File: config.mk
export PLATFORM = sky130hd
export DESIGN_NAME = buddy_block_allocator_top
export DESIGN_NICKNAME = d
export VERILOG_FILES = /design/src/sv/bba_pkg.sv /design/src/sv/bba_tag_ram.sv /design/src/sv/bba_unit.sv /design/src/sv/buddy_block_allocator_top.sv
export SDC_FILE = /design/constraint.sdc
export NUM_CORES = 1
export LEC_CHECK = 0
export BUFFER_PORTS_ARGS = -buffer_cell sky130_fd_sc_hd__buf_2
export CAP_MARGIN = 10
export CORE_MARGIN = 1
export CORE_UTILIZATION = 35
export DETAILED_ROUTE_END_ITERATION = 12
export PLACE_DENSITY = 0.48
export SLEW_MARGIN = 0
export SYNTH_ARGS = -nofsm -noshare
export SYNTH_HDL_FRONTEND = slang
export SYNTH_HIERARCHICAL = 1
export SYNTH_SLANG_ARGS = --single-unit
File: constraint.sdc
create_clock -name clk_i -period 18.3 [get_ports clk_i]
set_clock_uncertainty 0.1 [all_clocks]
set_input_delay 0.915 -clock clk_i [delete_from_list [all_inputs] [get_ports clk_i]]
set_output_delay 0.915 -clock clk_i [all_outputs]
set_load 0.005 [all_outputs]
File: src/sv/bba_pkg.sv
// Shared types and fixed constants of the buddy block allocator.
// Used by every module of the block; depends on nothing else.
package bba_pkg;

  localparam int unsigned ORD_W   = 4;
  localparam int unsigned MAX_ORD = 15;

  // One tag per base block: used flag and the order of the block that starts here.
  typedef struct packed {
    logic             used;
    logic [ORD_W-1:0] ord;
  } tag_t;

  typedef enum logic [0:0] {
    OP_ALLOC = 1'b0,
    OP_FREE  = 1'b1
  } op_e;

  typedef enum logic [1:0] {
    ST_OK       = 2'd0,
    ST_NO_SPACE = 2'd1,
    ST_BAD_PTR  = 2'd2
  } status_e;

  typedef enum logic [2:0] {
    S_IDLE,
    S_ORDER,
    S_ASCAN,
    S_SPLIT,
    S_FWALK,
    S_MRD,
    S_MCHK
  } bba_state_e;

endpackage

File: src/sv/bba_tag_ram.sv
// Tag store of the buddy block allocator: one write port, one registered read port.
// Depends on bba_pkg for the tag type.
module bba_tag_ram import bba_pkg::*; #(
  parameter int unsigned AW      = 8,
  parameter int unsigned TOP_ORD = 8
) (
  input  logic          clk_i,
  input  logic          rst_ni,
  input  logic          we_i,
  input  logic [AW-1:0] waddr_i,
  input  tag_t          wdata_i,
  input  logic [AW-1:0] raddr_i,
  output tag_t          rdata_o
);

  localparam int unsigned DEPTH = 1 << AW;

  tag_t mem_q [DEPTH];
  tag_t rdata_q;
  logic head_valid_q;
  logic rd_head_q;

  always_ff @(posedge clk_i) begin
    if (we_i) begin
      mem_q[waddr_i] <= wdata_i;
    end
    rdata_q <= mem_q[raddr_i];
  end

  // Only entry zero is ever read before it is written; until then it reads
  // as one free block of the top order.
  always_ff @(posedge clk_i or negedge rst_ni) begin
    if (!rst_ni) begin
      head_valid_q <= 1'b0;
      rd_head_q    <= 1'b0;
    end else begin
      if (we_i && (waddr_i == '0)) begin
        head_valid_q <= 1'b1;
      end
      rd_head_q <= (raddr_i == '0) && !head_valid_q;
    end
  end

  assign rdata_o = rd_head_q ? tag_t'{used: 1'b0, ord: ORD_W'(TOP_ORD)} : rdata_q;

endmodule

File: src/sv/bba_unit.sv
// Shared index and byte arithmetic of the buddy block allocator.
// Depends on bba_pkg for the order width.
module bba_unit import bba_pkg::*; #(
  parameter int unsigned CW         = 9,
  parameter int unsigned BW         = 13,
  parameter int unsigned BASE_BYTES = 16
) (
  input  logic [CW-1:0]    idx_i,
  input  logic [ORD_W-1:0] ord_i,
  input  logic [BW-1:0]    byte_i,
  output logic [CW-1:0]    sum_o,
  output logic [CW-1:0]    flip_o,
  output logic [CW-1:0]    clr_o,
  output logic [BW-1:0]    step_o,
  output logic [BW-1:0]    byte_sum_o
);

  logic [CW-1:0] bit_w;

  assign bit_w      = CW'(1) << ord_i;
  assign sum_o      = idx_i + bit_w;
  assign flip_o     = idx_i ^ bit_w;
  assign clr_o      = idx_i & ~bit_w;
  assign step_o     = BW'(BASE_BYTES) << ord_i;
  assign byte_sum_o = byte_i + step_o;

endmodule

File: src/sv/buddy_block_allocator_top.sv
// Top level of the buddy block allocator: request sequencer, tag store and shared unit.
// Depends on bba_pkg, bba_tag_ram and bba_unit.

// Binary buddy allocator over a heap of HEAP_BYTES split into base blocks of
// BASE_BYTES. A request is taken when start_i is high while busy_o is low; busy_o
// then stays high until the request is finished (a free request with a zero
// pointer is refused without raising busy_o), and exactly one result appears for
// one cycle with done_o high. The receiver cannot stall, so the result must be
// captured in that cycle. An allocate request first steps the order up one per
// cycle, then scans the block heads in address order at one head per cycle, then
// writes one split half per cycle. A free request walks the block heads up to the
// pointer at one head per cycle, then passes through S_MRD and S_MCHK for each
// buddy merge: the buddy's head is read, then checked and the merged head written.
// These rates are set by the single read port of the tag store, whose read data
// is registered, and by the one shared index adder. The tag store needs no
// clearing pass after reset: only its first entry is read before being written,
// and a valid flag covers that entry. The heap must hold at least two base blocks.
module buddy_block_allocator_top import bba_pkg::*; #(
  parameter int unsigned HEAP_BYTES = 4096,
  parameter int unsigned BASE_BYTES = 16
) (
  input  logic        clk_i,
  input  logic        rst_ni,
  input  logic        start_i,
  output logic        busy_o,
  input  logic        op_i,
  input  logic [11:0] request_bytes_i,
  input  logic [11:0] pointer_offset_i,
  output logic        done_o,
  output logic [11:0] result_offset_o,
  output logic [1:0]  status_o
);

  // Top order is floor(log2(block count)), limited by the tag order field.
  localparam int unsigned NBLK    = HEAP_BYTES / BASE_BYTES;
  localparam int unsigned TOP_RAW = $clog2(NBLK + 1) - 1;
  localparam int unsigned TOP     = (TOP_RAW > MAX_ORD) ? MAX_ORD : TOP_RAW;
  localparam int unsigned IW      = (TOP > 0) ? TOP : 1;
  localparam int unsigned CW      = IW + 1;
  localparam int unsigned BW_RAW  = $clog2((BASE_BYTES << TOP) + 1);
  localparam int unsigned BW      = (BW_RAW > 13) ? BW_RAW : 13;
  localparam logic [ORD_W-1:0] TOP_ORD = ORD_W'(TOP);

  bba_state_e       state_q, state_d;
  logic [12:0]      need_q, need_d;
  logic [11:0]      addr_q, addr_d;
  logic [ORD_W-1:0] k_q, k_d;
  logic [ORD_W-1:0] ord_q, ord_d;
  logic [CW-1:0]    idx_q, idx_d;
  logic [BW-1:0]    byte_q, byte_d;
  logic             done_q, done_d;
  logic [11:0]      off_q, off_d;
  status_e          status_q, status_d;

  logic             ram_we;
  logic [IW-1:0]    ram_waddr;
  tag_t             ram_wdata;
  logic [IW-1:0]    ram_raddr;
  tag_t             ram_rdata;

  logic [CW-1:0]    u_idx;
  logic [ORD_W-1:0] u_ord;
  logic [BW-1:0]    u_byte;
  logic [CW-1:0]    u_sum;
  logic [CW-1:0]    u_flip;
  logic [CW-1:0]    u_clr;
  logic [BW-1:0]    u_step;
  logic [BW-1:0]    u_byte_sum;

  logic [ORD_W-1:0] ord_dec;
  logic [ORD_W-1:0] ord_inc;

  bba_tag_ram #(
    .AW      (IW),
    .TOP_ORD (TOP)
  ) u_tag_ram (
    .clk_i   (clk_i),
    .rst_ni  (rst_ni),
    .we_i    (ram_we),
    .waddr_i (ram_waddr),
    .wdata_i (ram_wdata),
    .raddr_i (ram_raddr),
    .rdata_o (ram_rdata)
  );

  bba_unit #(
    .CW         (CW),
    .BW         (BW),
    .BASE_BYTES (BASE_BYTES)
  ) u_unit (
    .idx_i      (u_idx),
    .ord_i      (u_ord),
    .byte_i     (u_byte),
    .sum_o      (u_sum),
    .flip_o     (u_flip),
    .clr_o      (u_clr),
    .step_o     (u_step),
    .byte_sum_o (u_byte_sum)
  );

  assign ord_dec = ord_q - ORD_W'(1);
  assign ord_inc = ord_q + ORD_W'(1);

  always_ff @(posedge clk_i or negedge rst_ni) begin
    if (!rst_ni) begin
      state_q  <= S_IDLE;
      done_q   <= 1'b0;
      status_q <= ST_OK;
    end else begin
      state_q  <= state_d;
      done_q   <= done_d;
      status_q <= status_d;
    end
  end

  // Payload and working registers carry no reset.
  always_ff @(posedge clk_i) begin
    need_q <= need_d;
    addr_q <= addr_d;
    k_q    <= k_d;
    ord_q  <= ord_d;
    idx_q  <= idx_d;
    byte_q <= byte_d;
    off_q  <= off_d;
  end

  always_comb begin
    state_d   = state_q;
    need_d    = need_q;
    addr_d    = addr_q;
    k_d       = k_q;
    ord_d     = ord_q;
    idx_d     = idx_q;
    byte_d    = byte_q;
    done_d    = 1'b0;
    off_d     = off_q;
    status_d  = status_q;
    ram_we    = 1'b0;
    ram_waddr = idx_q[IW-1:0];
    ram_wdata = tag_t'{used: 1'b0, ord: ord_q};
    ram_raddr = '0;
    u_idx     = idx_q;
    u_ord     = ord_q;
    u_byte    = byte_q;

    case (state_q)
      S_IDLE: begin
        if (start_i) begin
          idx_d  = '0;
          byte_d = '0;
          if (op_e'(op_i) == OP_ALLOC) begin
            need_d  = {1'b0, request_bytes_i} + 13'd1;
            k_d     = '0;
            state_d = S_ORDER;
          end else if (pointer_offset_i == 12'd0) begin
            done_d   = 1'b1;
            off_d    = '0;
            status_d = ST_BAD_PTR;
          end else begin
            addr_d  = pointer_offset_i - 12'd1;
            state_d = S_FWALK;
          end
        end
      end

      // Smallest order whose block holds the request plus its header byte.
      S_ORDER: begin
        u_ord = k_q;
        if ((k_q < TOP_ORD) && (u_step < BW'(need_q))) begin
          k_d = k_q + ORD_W'(1);
        end else if (u_step < BW'(need_q)) begin
          done_d   = 1'b1;
          off_d    = '0;
          status_d = ST_NO_SPACE;
          state_d  = S_IDLE;
        end else begin
          state_d = S_ASCAN;
        end
      end

      // One block head per cycle; the next head's address goes out at once.
      S_ASCAN: begin
        u_ord = ram_rdata.ord;
        if (!ram_rdata.used && (ram_rdata.ord >= k_q)) begin
          ram_we    = 1'b1;
          ram_wdata = tag_t'{used: 1'b1, ord: k_q};
          off_d     = byte_q[11:0] + 12'd1;
          status_d  = ST_OK;
          if (ram_rdata.ord > k_q) begin
            ord_d   = ram_rdata.ord;
            state_d = S_SPLIT;
          end else begin
            done_d  = 1'b1;
            state_d = S_IDLE;
          end
        end else if (u_sum[IW]) begin
          done_d   = 1'b1;
          off_d    = '0;
          status_d = ST_NO_SPACE;
          state_d  = S_IDLE;
        end else begin
          idx_d     = u_sum;
          byte_d    = u_byte_sum;
          ram_raddr = u_sum[IW-1:0];
        end
      end

      // Mark the upper half free at each halving step.
      S_SPLIT: begin
        u_ord     = ord_dec;
        ram_we    = 1'b1;
        ram_waddr = u_sum[IW-1:0];
        ram_wdata = tag_t'{used: 1'b0, ord: ord_dec};
        ord_d     = ord_dec;
        if (ord_dec == k_q) begin
          done_d  = 1'b1;
          state_d = S_IDLE;
        end
      end

      // Walk the heads until the byte offset reaches the pointer's block.
      S_FWALK: begin
        u_ord = ram_rdata.ord;
        if (byte_q >= BW'(addr_q)) begin
          off_d = '0;
          if ((byte_q == BW'(addr_q)) && ram_rdata.used) begin
            ram_we    = 1'b1;
            ram_wdata = tag_t'{used: 1'b0, ord: ram_rdata.ord};
            ord_d     = ram_rdata.ord;
            status_d  = ST_OK;
            if (ram_rdata.ord < TOP_ORD) begin
              state_d = S_MRD;
            end else begin
              done_d  = 1'b1;
              state_d = S_IDLE;
            end
          end else begin
            done_d   = 1'b1;
            status_d = ST_BAD_PTR;
            state_d  = S_IDLE;
          end
        end else if (u_sum[IW]) begin
          done_d   = 1'b1;
          off_d    = '0;
          status_d = ST_BAD_PTR;
          state_d  = S_IDLE;
        end else begin
          idx_d     = u_sum;
          byte_d    = u_byte_sum;
          ram_raddr = u_sum[IW-1:0];
        end
      end

      S_MRD: begin
        ram_raddr = u_flip[IW-1:0];
        state_d   = S_MCHK;
      end

      // Merge while the buddy is a free block of the same order.
      S_MCHK: begin
        if (ram_rdata == tag_t'{used: 1'b0, ord: ord_q}) begin
          ram_we    = 1'b1;
          ram_waddr = u_clr[IW-1:0];
          ram_wdata = tag_t'{used: 1'b0, ord: ord_inc};
          idx_d     = u_clr;
          ord_d     = ord_inc;
          if (ord_inc < TOP_ORD) begin
            state_d = S_MRD;
          end else begin
            done_d  = 1'b1;
            state_d = S_IDLE;
          end
        end else begin
          done_d  = 1'b1;
          state_d = S_IDLE;
        end
      end

      default: begin
        state_d = S_IDLE;
      end
    endcase
  end

  assign busy_o          = (state_q != S_IDLE);
  assign done_o          = done_q;
  assign result_offset_o = off_q;
  assign status_o        = status_q;

  // The tag store is only written while a request is being worked on.
  a_write_busy: assert property (@(posedge clk_i) disable iff (!rst_ni)
    ram_we |-> (state_q != S_IDLE))
    else $error("tag store written while idle");

  // A failed request never reports a nonzero offset (a successful free also returns zero, unchecked here).
  a_fail_zero: assert property (@(posedge clk_i) disable iff (!rst_ni)
    (done_o && (status_o != ST_OK)) |-> (result_offset_o == 12'd0))
    else $error("nonzero offset on failure");

  // Merging only runs below the top order.
  a_merge_ord: assert property (@(posedge clk_i) disable iff (!rst_ni)
    ((state_q == S_MRD) || (state_q == S_MCHK)) |-> (ord_q < TOP_ORD))
    else $error("merge beyond top order");

  // A split always ends at the wanted order, never below it.
  a_split_ord: assert property (@(posedge clk_i) disable iff (!rst_ni)
    (state_q == S_SPLIT) |-> (ord_q > k_q))
    else $error("split below wanted order");

endmodule
==> results.md, run 1 <==
* Maxcap violations at 0
* Post-route minimum period at 9.42 ns
* Die Y at 405 µm
* Final worst slack at 8.88 ns
* Post-layout util at 39.8%
* Pre-CTS WS at around 8.8 ns
* Final Max Slew Viols at 0
* Crit path max fanout at 60
* Num CTS Buffers at 147
* Vias in the first global route at 31.2k
* Slew headroom at approximately a fifth
* Root Driver: clkbuf_16
* Power per cell area at 157 nW/µm²
* Final period util at around half
* Clock Latency Late Sink at 0.80 ns
* Die width at 405 µm
* Final wirelength at 156 mm
* CP Capture Type: register
* Mean Syn Cell Area at 17.8 µm²
* Sequential share of power at 40.5%
* VDD IR max at 0.132 mV
* CP Launch Point: state_q[2]$_DFFE_PN0P_
* Synth Instances at around 3.2k
* Inst Count DP at 5,263
* IO Pins at 44
* Clock Pin Slew Worst Setup and Hold Paths at around 0.060 ns
* H-Tree Depth at 4
* Worst EP arrival at between 9 and 10 ns
* Non-filler instance count after layout at 5,526
* First-pass GRT wire length at 225 mm
* CTS tree: yes
* Initial DRC count at ~2.9k
* Initial antenna violation count at 8
* Area growth syn-to-layout at 12.6%
* Synth warnings at 6
* Drt via density at 5.51
* Comb power frac at 30.7%
* Layout cell share with drive strength beyond 1 at 19.5%
* Int Pwr at 6.67 mW
* Max frequency at 106 MHz
* Max Buffers Root-to-Sink at 3
* Clock power share at between 20 and 30%
* Core Area at roughly 160,000 µm²
* Clock Sink Count at 1,360
* Hpwl dp at 97.7 mm
* DRT Pass-1 Iters at 5
* Min-delay src: request_bytes_i[0]
* DR WL/cell at about 28 µm
* RSZ-0062 raised after global routing: no
* GRT overflow at 0
* Status: complete, no violations
* Total number of vias at just over 30k
* GP Congestion at 0.818
* Overall power at around 10 mW
* Min-Delay Path Class: primary input to register
* Setup TNS after final layout at 0 ns
* Post-Syn Area at ~57,000 µm²
* Net switching fraction of the power at between 30% and 40%
* Leakage at 19.8 nW
* Starting Density at 35.3%
* Final setup vio count at 0
* Die ar. at 164,000 µm²
* Rows at 147
* Port buffer count at 43
* Tot GR Track Use at between 10% and 20%
* Reg2Reg Setup Slack at approximately 8.9 ns
* # fillers at 14.4k
* Measured slew at the worst slew-check pin at ~1.2 ns
* Number of nets in the layout at 3,343
* Sw Pwr at 3.42 mW
* Routed Antenna Nets at 0
* CP startpoint kind: register
* Largest net degree at the start of global routing at 203
* Reg-to-reg startpoint: state_q[2]$_DFFE_PN0P_
* Final Hold Fails at 0
* Post-CTS setup buffers at 0
* WP data required at 18.79 ns
* CP Class: register to register
* DRC at 0
==> final cells by class <==
cell class | count | area (µm²) | area share (%)
inverter | 68 | 260 | 0.406
antenna | 1 | 2.50 | 0.00391
clock buffer | 185 | 3950 | 6.16
clock inverter | 76 | 726 | 1.13
multi-input combinational | 1574 | 15000 | 23.4
tap | 2160 | 2700 | 4.22
timing repair buffer | 102 | 698 | 1.09
sequential | 1360 | 40700 | 63.6
==> worst max-delay path: stages, from the launching register on <==
cell and delay (ns):
dfrtp_1 0.87, inv_1 0.36, nand2_1 0.20, o21ai_0 0.10, a22oi_1 0.15, o21ai_0 0.37, nor4_1 0.86, ha_1 0.34
fa_1 0.23, nor2b_1 0.19, o311ai_0 0.14, nand3_1 0.19, xnor2_2 0.07, buf_4 0.22, inv_1 0.15, nand2_1 0.09
o2bb2ai_2 0.29, a22o_4 0.50, buf_4 0.81, buf_4 0.65, mux4_2 0.42, mux4_2 0.49, o22ai_1 0.27, nor3b_1 0.79
o32ai_1 0.27
==> final timing paths <==
kind | to | cells past startpoint
setup reg to reg | u_tag_ram/rdata_q[0]$_DFF_P_ | 24
min in group asynchronous | status_o[0]$_DFFE_PN0P_ | 2
hold / removal | need_q[0]$_DFFE_PP_ | 2
max in group asynchronous | u_tag_ram/rd_head_q$_DFF_PN0_ | 2
hold reg to reg | u_tag_ram/rd_head_q$_DFF_PN0_ | 1
setup / recovery | u_tag_ram/rdata_q[0]$_DFF_P_ | 24
==> power groups by stage <==
stage / clock network [mW] / registers, mW / logic (mW)
final: 2.90 / 4.09 / 3.10
after detailed placement: 0 / 4.15 / 3.14
after global placement: 0 / 4.15 / 3.09
after global routing: 3.08 / 4.10 / 3.32
after CTS: 2.97 / 4.09 / 3.15
after floorplan: 0 / 4.27 / 2.00
==> repair_timing <==
action,4_1_cts,5_1_grt
hold buffers,1,0
resized for setup,0,0
hold endpoints to repair,8,0
==> cells in the final DEF, fill, tap and decap left out, types with 16 or more instances in the layout <==
cell type,count
edfxtp_1,1347
nor2_1,334
mux4_2,300
clkbuf_16,150
mux2i_1,124
nand2_1,114
inv_1,64
o21ai_0,63
a21oi_1,60
ha_1,60
buf_4,55
a22oi_1,54
nand3_1,51
buf_2,43
xnor2_1,35
nor2b_1,35
o22ai_1,31
clkinv_1,30
clkbuf_1,29
nand2b_1,23
a221oi_1,19
xor2_1,18
nor3_1,18
o211ai_1,17
nand4_1,16
a22o_1,16
clkinv_2,16
==> flip-flops by register name (all words and copies together), names as in the netlist <==
name / count
u_tag_ram/mem_q: 1280
u_tag_ram/rdata_q: 5
status_o: 2
done_o: 1
addr_q: 12
need_q: 13
state_q: 3
idx_q: 9
u_tag_ram/rd_head_q: 1
byte_q: 13
ord_q: 4
k_q: 4
u_tag_ram/head_valid_q: 1
result_offset_o: 12
==> through the flow <==
step / hold WS, ns / cell area (µm²)
after floorplan: 0.300 / 56900
after global placement: 0.354 / 59400
after detailed placement: 0.347 / 59400
after CTS: 0.258 / 64100
after global routing: 0.310 / 64100
final: 0.326 / 64100
==> metal layers <==
| metal | global-route usage [%] | up-vias | part of all wire (%) |
|---|---|---|---|
| li1 | - | 12913 | - |
| met4 | 5.66 | 4 | 2.3 |
| met5 | 0 | - | 0.013 |
| met1 | 25.5 | 16270 | 42 |
| met2 | 32.2 | 1049 | 50 |
| met3 | 2.91 | 197 | 5.9 |
Note: power is estimated with default switching activity, not from simulation.
==> run 2: changes to the inputs <==
==> constraint.sdc (replaced) <==
create_clock -name clk_i -period 8.75 [get_ports clk_i]
set_clock_uncertainty 0.1 [all_clocks]
set_input_delay 0.4375 -clock clk_i [delete_from_list [all_inputs] [get_ports clk_i]]
set_output_delay 0.4375 -clock clk_i [all_outputs]
set_load 0.005 [all_outputs]
==> run 2 against run 1 <==
Net effect: critical path depth up 1; via count up 0.96%; flip-flop and latch count unchanged; register-to-register slack worse by 8.3 ns; combinational power up 120%; die area unchanged; sequential power up 110%; first-iteration DRC count up 19%; non-clock buffer count up 76; hold slack worse by 0.13 ns; largest cell class unchanged.
==> results.md, run 2 (synthesis gave the netlist of run 1 again) <==
* Status: complete, no violations
* CP Class: register to register
* CTS tree: yes
* Net switching fraction of the power at 34.5%
* Die Y at 405 µm
* CP Capture Type: register
* VDD IR max at 0.288 mV
* Initial DRC count at 3,481
* Pre-CTS WS at ~0.42 ns
* DRC at 0
* Measured slew at the worst slew-check pin at 1.17 ns
* WP data required at 9.28 ns
* Post-CTS setup buffers at 0
* Rows at 147
* Most used cell, CP: inv_1
* Slowest-stage cell, CP: edfxtp_1
* CP startpoint kind: register
* Hpwl dp at 101 mm
* GRT overflow at 0
* Clock Pin Slew Worst Setup and Hold Paths at roughly 0.06 ns
* Largest register FFs at 1,280
* Total number of vias at 30.7k
* Die ar. at ~160,000 µm²
* Clock power share at around 28%
* Worst Path Buf+Inv at 6
* Critical path depth at 25
* RSZ-0062 raised after global routing: no
* Fin area at 64,900 µm²
* Area growth syn-to-layout at 14.1%
* Clock Sink Count at 1,360
* Worst setup path end: u_tag_ram/rdata_q[0]$_DFF_P_
* Port buffer count at 43
* Biggest regs: u_tag_ram/mem_q x1280, byte_q x13, need_q x13
* CP Launch Point: ord_q[0]$_DFFE_PP_
* Min-Delay Path Class: primary input to register
* Power per cell area at 330 nW/µm²
* Num CTS Buffers at 147
* IO Pins at 44
* Number of nets in the layout at about 3.4k
* Commonest non-fill, non-tap cell in the layout: edfxtp_1
* Clock Latency Late Sink at roughly 0.80 ns
* Routed Antenna Nets at 0
* First-pass GRT wire length at approximately 230 mm
* GP Congestion at between 0.8 and 0.9
* Post-route minimum period at roughly 8.1 ns
* Sequential share of power at between 30% and 40%
* H-Tree Depth at 4
* Most flops, register: u_tag_ram/mem_q
* Crit path max fanout at 70
* Slew headroom at 21.8%
* Starting Density at between 30% and 40%
* Final Hold Fails at 0
* Leakage at a little over 20 nW
* Comb power frac at 31.7%
* Largest net degree at the start of global routing at 197
* Placed Instance Area at 59,800 µm²
* Drt via density at 5.47
* Top delay family on crit path: compound AO/OA/AOI/OAI gates
* Reg-to-reg startpoint: ord_q[0]$_DFFE_PP_
* Die width at roughly 410 µm
* Final worst slack at 0.618 ns
* CP max stage delay at approximately 0.62 ns
* Final Max Slew Viols at 0
* Tot GR Track Use at between 10% and 20%
* Reg2Reg Depth at 25
* Worst reg2reg endpoint: u_tag_ram/rdata_q[0]$_DFF_P_
* Vias in the first global route at roughly 31k
* Max Buffers Root-to-Sink at 3
* DRT Pass-1 Iters at 6
* # diodes at 0
* Final period util at between 90% and 100%
* Sw Pwr at around 7.4 mW
* Worst EP arrival at 8.66 ns
* Reg2Reg Setup Slack at 0.62 ns
* Root Driver: clkbuf_16
* Maxcap violations at 0
* Most frequent cells in the layout: edfxtp_1 (1,347), nor2_1 (333), mux4_2 (300)
* Initial antenna violation count at 8
* DR WL/cell at 28.3 µm
* Final wirelength at 159 mm
* Core Area at 161,000 µm²
* Final setup vio count at 0
* Int Pwr at 14.0 mW
* Layout cell share with drive strength beyond 1 at 20.4%
* Max frequency at approximately 120 MHz
-- run 2: changes by cell type in the layout (fill, tap and decap cells not counted), moves of 6 or more --
| cell | change |
|---|---|
| buf_12 | +11 |
| dlygate4sd3_1 | +38 |
| buf_4 | +27 |
| clkinv_2 | +6 |
| clkbuf_8 | -6 |
-- run 2: metrics by stage --
stage / std cells / setup TNS [ns] / total power, mW / utilization (%) / hold slack [ns]
floorplan: 3194 / -218.41 / 13.0 / - / 0.0419
global placement: 5300 / 0 / 15.4 / 37.1 / 0.229
detailed placement: 5300 / 0 / 15.5 / 37.1 / 0.237
CTS: 5612 / 0 / 21.6 / 40.3 / 0.124
global route: 5613 / 0 / 22.2 / 40.3 / 0.171
finish: 5613 / 0 / 21.4 / 40.3 / 0.199
-- run 2: what timing repair did --
action,4_1_cts,5_1_grt
resized for setup,0,3
endpoints found under the hold margin,34,0
hold buffers,39,0
endpoints found under the setup margin,0,2
-- run 2: tightest hold or removal path: stages --
cell	delay (ns)
buf_2	0.14
nand2_1	0.13
nor3b_2	0.16
-- run 2: metal layers --
layer | share of wire [%] | wire length (µm) | vias up | global-route usage (%)
met5 | 0 | 0 | - | 0
met4 | 2.4 | 3880 | 0 | 5.62
met3 | 6.7 | 10700 | 196 | 3.64
met2 | 48 | 76800 | 1133 | 31.6
met1 | 42 | 67300 | 16324 | 26.6
li1 | - | - | 13073 | -
-- run 2: cell type report --
class,count,area (µm²)
flip-flops and latches,1360,40800
fillers,14350,96000
repair buffers,178,1500
multi-input cells,1574,15000
clock buffers,182,3850
clock inverters,91,882
well taps,2160,2700
inverters,68,259
-- run 2: worst min-delay path by stage --
stage                       start                 endpoint  slack, ns  cells past startpoint
after detailed placement   rst_ni  status_o[0]$_DFFE_PN0P_       0.24                      1
after global routing      start_i      addr_q[2]$_DFFE_PP_       0.17                      3
after CTS                 start_i      addr_q[2]$_DFFE_PP_       0.12                      3
after global placement     rst_ni  status_o[1]$_DFFE_PN0P_       0.23                      1
after floorplan            rst_ni         done_o$_DFF_PN0_       0.04                      0
final                     start_i      addr_q[2]$_DFFE_PP_       0.20                      3
-- run 2: power by group through the flow --
stage	Combinational, mW	Clock (mW)	Sequential (mW)
after detailed placement	6.81	0	8.66
after global placement	6.72	0	8.65
final	6.78	6.11	8.52
after floorplan	4.19	0	8.83
after global routing	7.22	6.48	8.55
after CTS	6.84	6.25	8.52
==> run 3: changes to the inputs <==
--- a/config.mk
+++ b/config.mk
@@ -11,6 +11,7 @@
 export CORE_UTILIZATION = 35
 export DETAILED_ROUTE_END_ITERATION = 12
 export PLACE_DENSITY = 0.48
+export RECOVER_POWER = 50
 export SLEW_MARGIN = 0
 export SYNTH_ARGS = -nofsm -noshare
 export SYNTH_HDL_FRONTEND = slang
==> run 3 against run 2 <==
Net effect: sequential power grew 0.5%; maximum frequency shrank 1.3%; critical path type unchanged; via count grew 0.24%; clock power is essentially flat; final area shrank 0.23%; count of clock-buffer cells in the layout is the same; hold slack gained 0.0083 ns; the run now ends with max-capacitance violations, max-slew violations left; sequential share of layout area grew 0.14 points.
==> results.md, run 3 (synthesis gave the netlist of run 1 again) <==
* DRC at 0
* Commonest non-fill, non-tap cell in the layout: edfxtp_1
* Biggest regs: u_tag_ram/mem_q x1280, byte_q x13, need_q x13
* Drt via density at 5.49
* Measured slew at the worst slew-check pin at 4.37 ns
* Worst EP arrival at 8.77 ns
* CP Class: register to register
* GP Congestion at roughly 0.9
* RSZ-0062 raised after global routing: no
* DR WL/cell at 28.3 µm
* Final worst slack at ~0.51 ns
* Fin area at 64,800 µm²
* # diodes at 0
* Placed Instance Area at approximately 60,000 µm²
* CTS tree: yes
* Area growth syn-to-layout at 13.9%
* Violated checks: max-capacitance violations, max-slew violations
* Die ar. at approximately 160,000 µm²
* Post-CTS setup buffers at 0
* Final Max Slew Viols at 555
* Starting Density at 35.3%
* Min-Delay Path Class: primary input to register
* Power per cell area at 330 nW/µm²
* Die Y at between 400 and 500 µm
* Total number of vias at 30.8k
* DRT Pass-1 Iters at 6
* Leakage at 20.1 nW
* Root Driver: clkbuf_16
* First-pass GRT wire length at 229 mm
* Final Hold Fails at 0
* Core Area at between 150,000 and 200,000 µm²
* Max frequency at 121 MHz
* Maxcap violations at 6
* WP data required at 9.28 ns
* Crit path max fanout at 70
* Tot GR Track Use at 19.5%
* Clock Sink Count at 1,360
* Hpwl dp at 101 mm
* Final wirelength at 159 mm
* Rows at 147
* Clock Latency Late Sink at just under 0.8 ns
* Routed Antenna Nets at 0
* Layout cell share with drive strength beyond 1 at about a fifth
* IO Pins at 44
* Final setup vio count at 0
* Largest net degree at the start of global routing at 197
* Most frequent cells in the layout: edfxtp_1 (1,347), nor2_1 (334), mux4_2 (300)
* Number of nets in the layout at around 3.4k
* VDD IR max at roughly 0.27 mV
* Post-route minimum period at just over 8 ns
* H-Tree Depth at 4
* Vias in the first global route at approximately 31k
* Pre-CTS WS at 0.416 ns
* Num CTS Buffers at 147
* Max Buffers Root-to-Sink at 3
* CP Capture Type: register
* Initial antenna violation count at 8
* Port buffer count at between 40 and 50
* Status: finished with violations
* Initial DRC count at between 3k and 4k
* CP startpoint kind: register
* Slew headroom at -192%
* Largest register FFs at 1,280
* Die width at 405 µm
* GRT overflow at 0
* Final period util at a little over nine tenths
* Hold slack at 0.207 ns
* Most flops, register: u_tag_ram/mem_q
* Clock Pin Slew Worst Setup and Hold Paths at 0.06 ns
[run 3: cell types whose count changed in the layout (fill, tap and decap cells not counted), moves of 2 or more]
cell and change:
o21ai_4 -2, o21ai_0 +2, buf_2 -19, clkbuf_4 +2, buf_6 +2, buf_4 -10
clkbuf_1 +25, clkbuf_2 +2, buf_12 -2
[run 3: report_power, final]
group / leakage (nW) / total [mW] / switching, mW / internal [mW]
registers: 12.3 / 8.56 / 0.201 / 8.36
logic: 5.50 / 6.72 / 4.53 / 2.19
clock network: 2.29 / 6.11 / 2.64 / 3.47
total: 20.1 / 21.4 / 7.37 / 14.0
[run 3: worst paths after layout]
kind	cells past startpoint	startpoint	to	slack (ns)
setup / recovery	24	ord_q[0]$_DFFE_PP_	u_tag_ram/rdata_q[0]$_DFF_P_	0.51
hold / removal	5	start_i	state_q[0]$_DFFE_PN0P_	0.21
setup reg to reg	24	ord_q[0]$_DFFE_PP_	u_tag_ram/rdata_q[0]$_DFF_P_	0.51
hold reg to reg	1	status_o[1]$_DFFE_PN0P_	status_o[1]$_DFFE_PN0P_	0.42
max in group asynchronous	3	rst_ni	state_q[1]$_DFFE_PN0P_	7.47
min in group asynchronous	3	rst_ni	state_q[0]$_DFFE_PN0P_	0.65
[run 3: cell type report]
| cell class | count | area (µm²) |
|---|---|---|
| Tap cell | 2160 | 2700 |
| Multi-Input combinational cell | 1574 | 14900 |
| Fill cell | 14376 | 96200 |
| Clock inverter | 91 | 882 |
| Inverter | 68 | 256 |
| Clock buffer | 182 | 3850 |
| Sequential cell | 1360 | 40800 |
| Timing Repair Buffer | 178 | 1430 |
[run 3: worst max-delay path: stages, from the launching register on]
cell and delay, ns:
edfxtp_1 0.63, inv_1 0.13, ha_1 0.46, a21oi_1 0.11, a222oi_1 0.38, o21ai_1 0.19, nor4_1 0.78, ha_1 0.32
fa_1 0.22, nor2b_1 0.18, o311ai_0 0.16, nand3_1 0.20, xnor2_2 0.07, buf_4 0.22, inv_1 0.16, nand2_1 0.09
o2bb2ai_2 0.45, a22o_4 0.43, buf_12 0.42, buf_4 0.36, mux4_2 0.57, a22oi_1 0.27, nand3_1 0.21, a22oi_1 0.53
o32ai_1 0.21
[run 3: per-stage QoR]
stage	TNS [ns]	utilization (%)	power, mW	instances
4_1_cts	0	40.3	21.6	5612
3_5_place_dp	0	37.1	15.5	5300
2_1_floorplan	-218.41	-	13.0	3194
5_1_grt	0	40.2	22.2	5613
3_3_place_gp	0	37.1	15.4	5300
6_report	0	40.2	21.4	5613
[run 3: routing by layer]
metal / routed length (µm) / vias to the layer above / GRT usage (%)
met4: 3910 / 0 / 5.62
met2: 76800 / 1166 / 31.6
met3: 10900 / 196 / 3.64
met5: 0 / - / 0
met1: 67100 / 16364 / 26.6
li1: - / 13075 / -
[run 3: what timing repair did]
item	4_1_cts	5_1_grt
resized for setup	0	3
endpoints found under the setup margin	0	2
endpoints found under the hold margin	34	0
hold buffers	39	0
